[src/rtl/orbs_pkg.sv]
// Package for the overwriting ring buffer with statistics.
// Holds command codes, the controller state type and the control/status structs.
// No dependencies.
`timescale 1ns / 1ps
`default_nettype none
package orbs_pkg;

  typedef enum logic [2:0] {
    KIND_WRITE = 3'd0,
    KIND_READ  = 3'd1,
    KIND_PEEK  = 3'd2,
    KIND_SNAP  = 3'd3,
    KIND_CLEAR = 3'd4,
    KIND_RSTAT = 3'd5
  } kind_t;

  typedef enum logic [3:0] {
    ST_IDLE,
    ST_RD_WAIT,
    ST_RD_DONE,
    ST_WALK,
    ST_WALK_END,
    ST_DIV,
    ST_VAR_MUL,
    ST_VAR_SUB,
    ST_SQRT,
    ST_SQRT_CMP,
    ST_SNAP_DONE,
    ST_EMIT
  } state_t;

  // Commands from the controller to the datapath.
  typedef struct packed {
    logic do_write;
    logic do_read_issue;
    logic do_peek_issue;
    logic do_read_done;
    logic do_peek_done;
    logic do_clear;
    logic do_rstat;
    logic walk_start;
    logic walk_step;
    logic div_start;
    logic div_step;
    logic var_mul;
    logic var_sub;
    logic sqrt_start;
    logic sqrt_mul;
    logic sqrt_cmp;
    logic snap_done;
    logic emit_plain;
  } ctrl_t;

  // Status from the datapath to the controller.
  typedef struct packed {
    logic empty;
    logic walk_last;
    logic div_last;
    logic sqrt_last;
    logic mul_last;
  } stat_t;

endpackage
`default_nettype wire

[src/rtl/orbs_ctrl.sv]
// Controller state machine for the ring buffer.
// Depends on orbs_pkg.
`timescale 1ns / 1ps
`default_nettype none
module orbs_ctrl
  import orbs_pkg::*;
(
  input  wire logic       clk,
  input  wire logic       rst,
  input  wire logic       start,
  input  wire logic [2:0] kind,
  input  stat_t           st,
  output logic            busy,
  output ctrl_t           ctl
);
  state_t state, state_next;
  logic [2:0] kind_q;

  // State register.
  always_ff @(posedge clk) begin
    if (rst) begin
      state <= ST_IDLE;
    end else begin
      state <= state_next;
    end
  end

  // Next state and commands.
  always_comb begin
    state_next = state;
    ctl = '0;
    busy = (state != ST_IDLE);
    unique case (state)
      ST_IDLE: begin
        if (start) begin
          unique case (kind)
            KIND_WRITE: begin
              ctl.do_write = 1'b1;
              state_next = ST_EMIT;
            end
            KIND_READ: begin
              if (st.empty) begin
                ctl.emit_plain = 1'b1;
                state_next = ST_EMIT;
              end else begin
                ctl.do_read_issue = 1'b1;
                state_next = ST_RD_WAIT;
              end
            end
            KIND_PEEK: begin
              if (st.empty) begin
                ctl.emit_plain = 1'b1;
                state_next = ST_EMIT;
              end else begin
                ctl.do_peek_issue = 1'b1;
                state_next = ST_RD_WAIT;
              end
            end
            KIND_SNAP: begin
              if (st.empty) begin
                ctl.emit_plain = 1'b1;
                state_next = ST_EMIT;
              end else begin
                ctl.walk_start = 1'b1;
                state_next = ST_WALK;
              end
            end
            KIND_CLEAR: begin
              ctl.do_clear = 1'b1;
              state_next = ST_EMIT;
            end
            KIND_RSTAT: begin
              ctl.do_rstat = 1'b1;
              state_next = ST_EMIT;
            end
            default: begin
              ctl.emit_plain = 1'b1;
              state_next = ST_EMIT;
            end
          endcase
        end
      end
      ST_RD_WAIT: state_next = ST_RD_DONE;
      ST_RD_DONE: begin
        state_next = ST_IDLE;
      end
      ST_WALK: begin
        ctl.walk_step = 1'b1;
        if (st.walk_last) begin
          state_next = ST_WALK_END;
        end
      end
      ST_WALK_END: begin
        ctl.walk_step = 1'b1;
        ctl.div_start = 1'b1;
        state_next = ST_DIV;
      end
      ST_DIV: begin
        ctl.div_step = 1'b1;
        if (st.div_last) begin
          state_next = ST_VAR_MUL;
        end
      end
      ST_VAR_MUL: begin
        ctl.var_mul = 1'b1;
        if (st.mul_last) begin
          state_next = ST_VAR_SUB;
        end
      end
      ST_VAR_SUB: begin
        ctl.var_sub = 1'b1;
        ctl.sqrt_start = 1'b1;
        state_next = ST_SQRT;
      end
      ST_SQRT: begin
        ctl.sqrt_mul = 1'b1;
        if (st.mul_last) begin
          state_next = ST_SQRT_CMP;
        end
      end
      ST_SQRT_CMP: begin
        ctl.sqrt_cmp = 1'b1;
        state_next = st.sqrt_last ? ST_SNAP_DONE : ST_SQRT;
      end
      ST_SNAP_DONE: begin
        ctl.snap_done = 1'b1;
        state_next = ST_EMIT;
      end
      ST_EMIT: state_next = ST_IDLE;
      default: state_next = ST_IDLE;
    endcase
    // RAM data for a read or peek is valid in the cycle after the issue.
    if (state == ST_RD_WAIT) begin
      ctl.do_read_done = (kind_q == KIND_READ);
      ctl.do_peek_done = (kind_q == KIND_PEEK);
    end
  end

  // Remember the kind of a pending read or peek.
  always_ff @(posedge clk) begin
    if (state == ST_IDLE && start) begin
      kind_q <= kind;
    end
  end
endmodule
`default_nettype wire

[config.mk]
export PLATFORM = sky130hd
export DESIGN_NAME = orbs_ctrl
export DESIGN_NICKNAME = d
export VERILOG_FILES = /design/src/rtl/orbs_pkg.sv /design/src/rtl/orbs_ctrl.sv
export SDC_FILE = /design/constraint.sdc
export NUM_CORES = 1
export LEC_CHECK = 0
export BUFFER_PORTS_ARGS = -buffer_cell sky130_fd_sc_hd__buf_2
export CAP_MARGIN = 5
export CORE_ASPECT_RATIO = 1.2
export CORE_MARGIN = 2
export CORE_UTILIZATION = 40
export CTS_BUF_LIST = sky130_fd_sc_hd__clkbuf_4
export CTS_CLUSTER_DIAMETER = 40
export CTS_CLUSTER_SIZE = 30
export DETAILED_ROUTE_END_ITERATION = 10
export GPL_ROUTABILITY_DRIVEN = 0
export HOLD_SLACK_MARGIN = 0.06
export PLACE_DENSITY = 0.76
export SYNTH_ARGS = -nofsm -noshare
export SYNTH_HDL_FRONTEND = slang
export SYNTH_SLANG_ARGS = --single-unit
[constraint.sdc]
create_clock -name clk -period 2.5 [get_ports clk]
set_clock_uncertainty 0.1 [all_clocks]
set_input_delay 0.25 -clock clk [delete_from_list [all_inputs] [get_ports clk]]
set_output_delay 0.25 -clock clk [all_outputs]
set_load 0.01 [all_outputs]
## After elaboration in Yosys (flattened, before gate mapping)

Index checks and enable logic that the tools add are counted.

| cells by class | value |
|---|---|
| eq/ne operators | 21 |
| multiplexer cells | 34 |
| reduce and logical (&&, ||, !) cells | 9 |

Operators with widths:

| operator | count |
|---|---|
| $pmux 4 s10 | 1 |
| $mux 4 | 7 |
| $mux 1 | 17 |
| $eq 4x3->1 const B | 4 |
| $eq 4x4->1 const B | 3 |
| $mux 3 | 4 |
| $ne 2x2->1 const B | 5 |
| $eq 3x2->1 const B | 3 |
| $pmux 4 s2 | 1 |
| $eq 3x1->1 const B | 2 |
| $eq 3x3->1 const B | 2 |
| $mux 2 | 3 |
| $reduce_or 3->1 | 2 |
| $reduce_and 5->1 | 1 |
| $eq 4x1->1 const B | 1 |
| $eq 4x2->1 const B | 1 |
| $logic_not 4->1 | 1 |
| $reduce_bool 4->1 | 1 |
| $reduce_or 2->1 | 2 |
| $logic_not 3->1 | 1 |
| $pmux 1 s2 | 1 |
| $logic_and 1x1->1 | 1 |

| storage, ports and cells | value |
|---|---|
| bits in registers | 7 |
| bits of input ports | 11 |
| output and inout bits | 19 |
| word-level logic and storage cells | 66 |

## Longest topological paths before layout

Gate-level depths: netlist of the first run.

| depth | value |
|---|---|
| depth after elaboration | 5 |
| mapped depth | 7 |
| depth with buffers taken out | 5 |

## Worst setup path before layout of the first run

Ideal clock, no wire load.

| path | value |
|---|---|
| kind | flip-flop to output port |
| start | reg state[1] |
| end | out ctl[15] (netlist name) |
| arrival time | 1.408 ns |
| required time | 2.150 ns |
| setup slack | 0.742 ns |
| stages on the path, launching flop included | 7 |
| path buffers | 1 |
| cell sequence | dfxtp_1 -> clkbuf_1 -> nor2_1 -> nand3_1 -> inv_1 -> nand2_1 -> nor4_1 |

RTL lines:

| what | line | source |
|---|---|---|
| start: declaration | orbs_ctrl.sv:16 | `state_t state, state_next;` |
| start signal: assignment | orbs_ctrl.sv:24 | `state <= state_next;` |
| end: declaration | orbs_ctrl.sv:14 | `output ctrl_t ctl` |

==> results of run 1 <==
[placed cells by master (no fill, tap or decap), drive strengths merged]
cell    count
buf        29
nor2       10
nor3       10
nand2       6
a21oi       6
nand2b      4
inv         4
nor3b       4
clkbuf      4
dfxtp       4
nand3       3
nor4        3
o21a        3
edfxtp      3
or4         2
o21ai       2
and3        1
o22a        1
nor4b       1
or4bb       1
o311a       1
or3         1
nor2b       1
mux2        1
o32a        1
o211ai      1
xnor2       1
a31oi       1
o31ai       1
a211oi      1
[metal layers]
layer | routed length, um | up-vias | track usage [%]
met5 | 0 | - | 0
met1 | 735 | 318 | 22.9
met2 | 693 | 21 | 27.7
li1 | - | 364 | -
met3 | 68 | 4 | 2.79
met4 | 25 | 0 | 9.33
[cell families after synthesis]
| kind of cell | Yosys count | share of synthesized area, % |
|---|---|---|
| compound gates | 18 | 20.0 |
| xor+xnor | 1 | 1.39 |
| buf+inv | 13 | 9.72 |
| flops | 7 | 27.0 |
| mux | 1 | 1.79 |
| simple gates | 47 | 40.1 |
[worst max-delay path, delay by kind of cell, from the launching register on]
kind / cells / cell delay (ps)
and+or+nand+nor: 4 / 770
buffers and inverters: 2 / 370
DFF: 1 / 470
[flip-flops by register name, indices dropped and copies added, names as in the netlist]
signal and count:
state 4, kind_q 3
[layout make-up]
| cell class | instances | share of cell area [%] |
|---|---|---|
| Sequential cell | 7 | 21.8 |
| Timing Repair Buffer | 29 | 18.6 |
| Inverter | 4 | 1.92 |
| Clock buffer | 4 | 3.85 |
| Tap cell | 17 | 2.72 |
| Multi-Input combinational cell | 67 | 51.1 |
[worst min-delay path by stage]
stage                  from         to  slack, ps  depth (start not counted)
global placement    kind[2]  kind_q[2]        390                          1
global route        kind[2]  kind_q[2]        140                          1
detailed placement  kind[2]  kind_q[2]        400                          1
finish              kind[2]  kind_q[2]        140                          1
CTS                 kind[2]  kind_q[2]        130                          1
floorplan               rst   state[0]        230                          1
[power breakdown]
part / leakage [nW] / internal [mW] / total, mW / switching, mW
clock network: 0.0184 / 0.0718 / 0.114 / 0.0424
logic: 0.270 / 0.158 / 0.348 / 0.190
registers: 0.0610 / 0.159 / 0.251 / 0.0916
[per-stage QoR]
stage          area, um2  cells
2_1_floorplan        631     87
3_5_place_dp         751    124
6_report             781    128
4_1_cts              781    128
3_3_place_gp         751    124
5_1_grt              781    128
==> run_results.csv, run 1 <==
group,metric,value,unit
critical_path,required,2150,ps
synth,synth.largest_area_cell,"edfxtp_1",
placed_design,post-place-ws,569,ps
global_routing,grt_max_degree,19,
sta,max-slew-margin-rel,63.0,%
drt,drt-initial-drc-count,14,
synth,ys_ff_latch,7,
layout,drive_above_1_share,32.4,%
sta,tightest_slew,554,ps
layout,multi_input_area,399,um2
layout,layout.nets,123,
drt,via_count,707,
global_routing,gr-usage-all-layers,17.6,%
critical_path,reg2reg_slack,620,ps
critical_path,worstReg2RegStart,"state[3]",
clock_network,cts_hold_buffers,0,
floorplanning,die-area,1910,um2
synth,synth.distinct_cells,32,
synth,synthFlopType,"dfxtp_1",
power_and_ir_drop,leakagePower,0.349,nW
sta,min_period_over_period,88.6,%
critical_path,cp_cell_sequence,"nor2_1 -> nand3_1 -> inv_1 -> nand2_1 -> nor4_1 -> buf_2",
synth,ys_warn_count,0,
clock_network,clock_latency,250,ps
sta,hold_slack,139,ps
outcome,status,"completed",
power_and_ir_drop,max-vdd-ir-drop,0.000437,V
clock_network,clk_pin_slew,50,ps
clock_network,cts_resized,0,
clock_network,cts_tree,"yes",
layout,antennaDiodeCount,0,
global_routing,grt_pass1_vias,545,
job,maxCapViolCount,0,
floorplanning,core,1460,um2
sta,max_freq,0.452,GHz
global_routing,grt_pass1_wl,2300,um
sta,period_minus_slack,2210,ps
worst_hold_path,min_path_type,"primary input to register",
sta,timing_hold_violations_final,0,
power_and_ir_drop,finalPower,0.712,mW
critical_path,reg2reg_to,"state[1]",
drt,wirelength,1520,um
sta,drv_slew,0,
sta,final.setup.tns,0,ps
placed_design,dpl.hpwl,1170,um
floorplanning,die_h,47.5,um
synth,netlist_top_cells_count,"10 x nor2_1, 10 x nor3_1, 6 x a21oi_1, 6 x clkbuf_1, 6 x nand2_1",
clock_network,cts_root_buffer,"clkbuf_4",
sta,rsz0062_at_grt,"no",
global_routing,antenna_found_initial,0,
clock_network,cts_htree_levels,1,
drt,drc_errors,0,
layout,seq_area,170,um2
floorplanning,initial_core_util,43.1,%
layout,syn_to_final_growth,23.8,%
critical_path,slowest_stage,"dfxtp_1",
critical_path,r2r_cells,5,
critical_path,slowest_delay,470,ps
drt,ant_nets,0,
layout,post-route-util,53.3,%
critical_path,crit_path_end_kind,"output pin",
critical_path,path_class,"register to output pin",
critical_path,critPathCapture,"ctl[15]",
synth,async_flop_share,0,%
synth,synth_edf_count,3,
sta,setup_viol,0,
critical_path,critPathLaunchType,"register",
clock_network,post-cts-setup-buffers,0,
synth,synth_nets,98,
clock_network,cts_sinks,7,
critical_path,cp-startpoint,"state[2]",
floorplanning,num_rows,15,
critical_path,critPathMaxFanout,17,
synth,yosysTopAreaCellShare,14.3,%
layout,fillers,153,
power_and_ir_drop,p_per_area,913,nW/um2
synth,seq_area_frac_synth,27.0,%
drt,wl_per_cell,11.9,um
floorplanning,die_w,40.2,um
sta,worst_slack,286,ps
clock_network,clk_path_buf_depth,2,
placed_design,port_buffers,29,
synth,syn-instance-count,87,
synth,postSynthAreaPerCell,7.25,um2
drt,dr.pass1.iters,4,
floorplanning,io_pins,30,
global_routing,gr-total-overflow,0,
drt,via_per_inst,5.52,
synth,synth.area.top_cells,"edfxtp_1 14%, dfxtp_1 13%, nor3_1 7.9%",
critical_path,worstPathArrival,1860,ps
synth,netlist_area,631,um2
clock_network,cts_buffers,3,
Note: power is estimated with default switching activity, not from simulation.
==> run 2, diff against run 1 <==
--- a/config.mk
+++ b/config.mk
@@ -5,9 +5,9 @@
 export SDC_FILE = /design/constraint.sdc
 export NUM_CORES = 1
 export LEC_CHECK = 0
+export ABC_AREA = 1
 export BUFFER_PORTS_ARGS = -buffer_cell sky130_fd_sc_hd__buf_2
 export CAP_MARGIN = 5
-export CORE_ASPECT_RATIO = 1.2
 export CORE_MARGIN = 2
 export CORE_UTILIZATION = 40
 export CTS_BUF_LIST = sky130_fd_sc_hd__clkbuf_4
@@ -16,7 +16,7 @@
 export DETAILED_ROUTE_END_ITERATION = 10
 export GPL_ROUTABILITY_DRIVEN = 0
 export HOLD_SLACK_MARGIN = 0.06
-export PLACE_DENSITY = 0.76
+export PLACE_DENSITY = 0.77
 export SYNTH_ARGS = -nofsm -noshare
 export SYNTH_HDL_FRONTEND = slang
 export SYNTH_SLANG_ARGS = --single-unit
==> run_results.csv, run 2 <==
group,metric,value,unit
outcome,status,"completed",
worst_hold_path,min_path_type,"primary input to register",
layout,top_regs,"state x4, kind_q x3",
layout,syn_to_final_growth,31.3,%
clock_network,cts_resized,0,
drt,via_count,744,
synth,synth.largest_area_cell,"nand2_1",
synth,ys_ff_latch,7,
synth,synth_most_common_cell,"nand2_1",
layout,largest_reg_flops,4,
layout,antennaDiodeCount,0,
drt,drt-met1-wl,654,um
sta,tightest_slew,332,ps
critical_path,worstPathArrival,1650,ps
critical_path,required,2150,ps
critical_path,critPathLaunchType,"register",
critical_path,critPathMaxFanout,5,
global_routing,gr-usage-all-layers,16.8,%
power_and_ir_drop,max-vdd-ir-drop,0.000484,V
synth,synth_edf_count,3,
synth,yosysTopAreaCellShare,16.4,%
synth,synthFlopType,"dfxtp_1",
clock_network,cts_buffers,3,
clock_network,clk_path_buf_depth,2,
critical_path,reg2reg_slack,1070,ps
drt,drt-initial-drc-count,9,
sta,setup_viol,0,
layout,fin_area,782,um2
layout,layout_common_cells,"29 x buf_2, 26 x nand2_1, 24 x inv_1",
clock_network,cts_sinks,7,
critical_path,path_class,"register to output pin",
sta,rsz0062_at_grt,"no",
layout,post-route-util,57.9,%
layout,drive_above_1_share,28.5,%
drt,drc_errors,0,
synth,seq_area_frac_synth,28.6,%
sta,hold_slack,99.3,ps
sta,period_minus_slack,2000,ps
clock_network,cts_hold_buffers,0,
drt,ant_nets,0,
floorplanning,initial_core_util,44.1,%
synth,netlist_area,596,um2
placed_design,placed_cell_area,752,um2
clock_network,clock_latency,240,ps
floorplanning,die-area,1810,um2
synth,ys_warn_count,0,
drt,wirelength,1430,um
clock_network,cts_htree_levels,1,
placed_design,port_buffers,29,
synth,synth.distinct_cells,15,
synth,netlist_top_cells_count,"26 x nand2_1, 24 x inv_1, 16 x nor2_1",
floorplanning,num_rows,13,
floorplanning,die_h,42.6,um
sta,timing_hold_violations_final,0,
layout,layout.nets,149,
clock_network,cts_tree,"yes",
clock_network,clk_pin_slew,50,ps
sta,max-slew-margin-rel,77.7,%
global_routing,grt_max_degree,7,
drt,wl_met2,678,um
sta,max_freq,0.499,GHz
floorplanning,die_w,42.6,um
clock_network,post-cts-setup-buffers,0,
floorplanning,io_pins,30,
synth,async_flop_share,0,%
global_routing,grt_pass1_vias,644,
synth,syn-instance-count,105,
floorplanning,core,1350,um2
layout,final_common_cell,"buf_2",
synth,synth.area.top_cells,"nand2_1 16%, edfxtp_1 15%, inv_1 15%",
global_routing,gr-total-overflow,0,
global_routing,antenna_found_initial,0,
synth,postSynthAreaPerCell,5.67,um2
drt,dr.pass1.iters,4,
sta,drv_slew,0,
drt,wl_met3,77,um
drt,via_per_inst,4.89,
layout,fillers,129,
placed_design,dpl.hpwl,1250,um
power_and_ir_drop,leakagePower,0.513,nW
critical_path,crit_path_end_kind,"output pin",
job,maxCapViolCount,0,
clock_network,cts_root_buffer,"clkbuf_4",
drt,wl_per_cell,9.39,um
drt,top_layer_used,"met4",
power_and_ir_drop,p_per_area,1010,nW/um2
synth,synth_nets,116,
sta,min_period_over_period,80.1,%
layout,top_register,"state",
global_routing,grt_pass1_wl,2420,um
sta,final.setup.tns,0,ps
==> run 2: layout make-up <==
type                       instances  area [um2]  share of cell area, %
sequential                         7         170                   21.8
inverter                          25        93.8                   12.0
tap                               15        18.8                   2.40
timing repair buffer              29         145                   18.6
clock buffer                       4        30.0                   3.84
multi-input combinational         72         324                   41.4
==> run 2: kinds of logic after synthesis <==
kind of cell | after synthesis | synth area share (%)
compound gates | 9 | 7.56
buf+inv | 26 | 17.0
flops | 7 | 28.6
simple gates | 63 | 46.8
==> run 2: metal layers <==
| layer | vias to the layer above | global-route usage, % |
|---|---|---|
| met5 | - | 0 |
| met4 | 0 | 5.63 |
| met3 | 2 | 0.862 |
| met2 | 25 | 29.5 |
| met1 | 326 | 21.6 |
| li1 | 391 | - |
==> run 2: power by group <==
group / switching (mW) / leakage [nW] / total, mW / internal (mW)
logic: 0.319 / 0.433 / 0.481 / 0.162
registers: 0.0404 / 0.0611 / 0.205 / 0.164
clock network: 0.0340 / 0.0184 / 0.105 / 0.0712
total: 0.393 / 0.513 / 0.791 / 0.397
==> run 2: metrics by stage <==
stage | worst slack [ps] | power, mW | cells
floorplan | 876 | 0.550 | 105
detailed placement | 743 | 0.685 | 148
global placement | 794 | 0.679 | 148
CTS | 496 | 0.794 | 152
finish | 498 | 0.791 | 152
global route | 341 | 0.878 | 152
==> run 2: path summary, 6_finish.rpt <==
| check | startpoint | to | cells past startpoint |
|---|---|---|---|
| worst max-delay path | state[2] | ctl[15] | 6 |
| worst min-delay path | rst | state[3] | 2 |
| worst max register to register | state[0] | state[1] | 8 |
| worst min register to register | state[0] | state[0] | 2 |
==> run 2: worst max-delay path: stages (launching register included) <==
cell and delay, ps:
dfxtp_1 350, nor2_1 240, nand2_1 160, nor2_2 220, nand3_1 130, nor3_1 160, buf_2 160
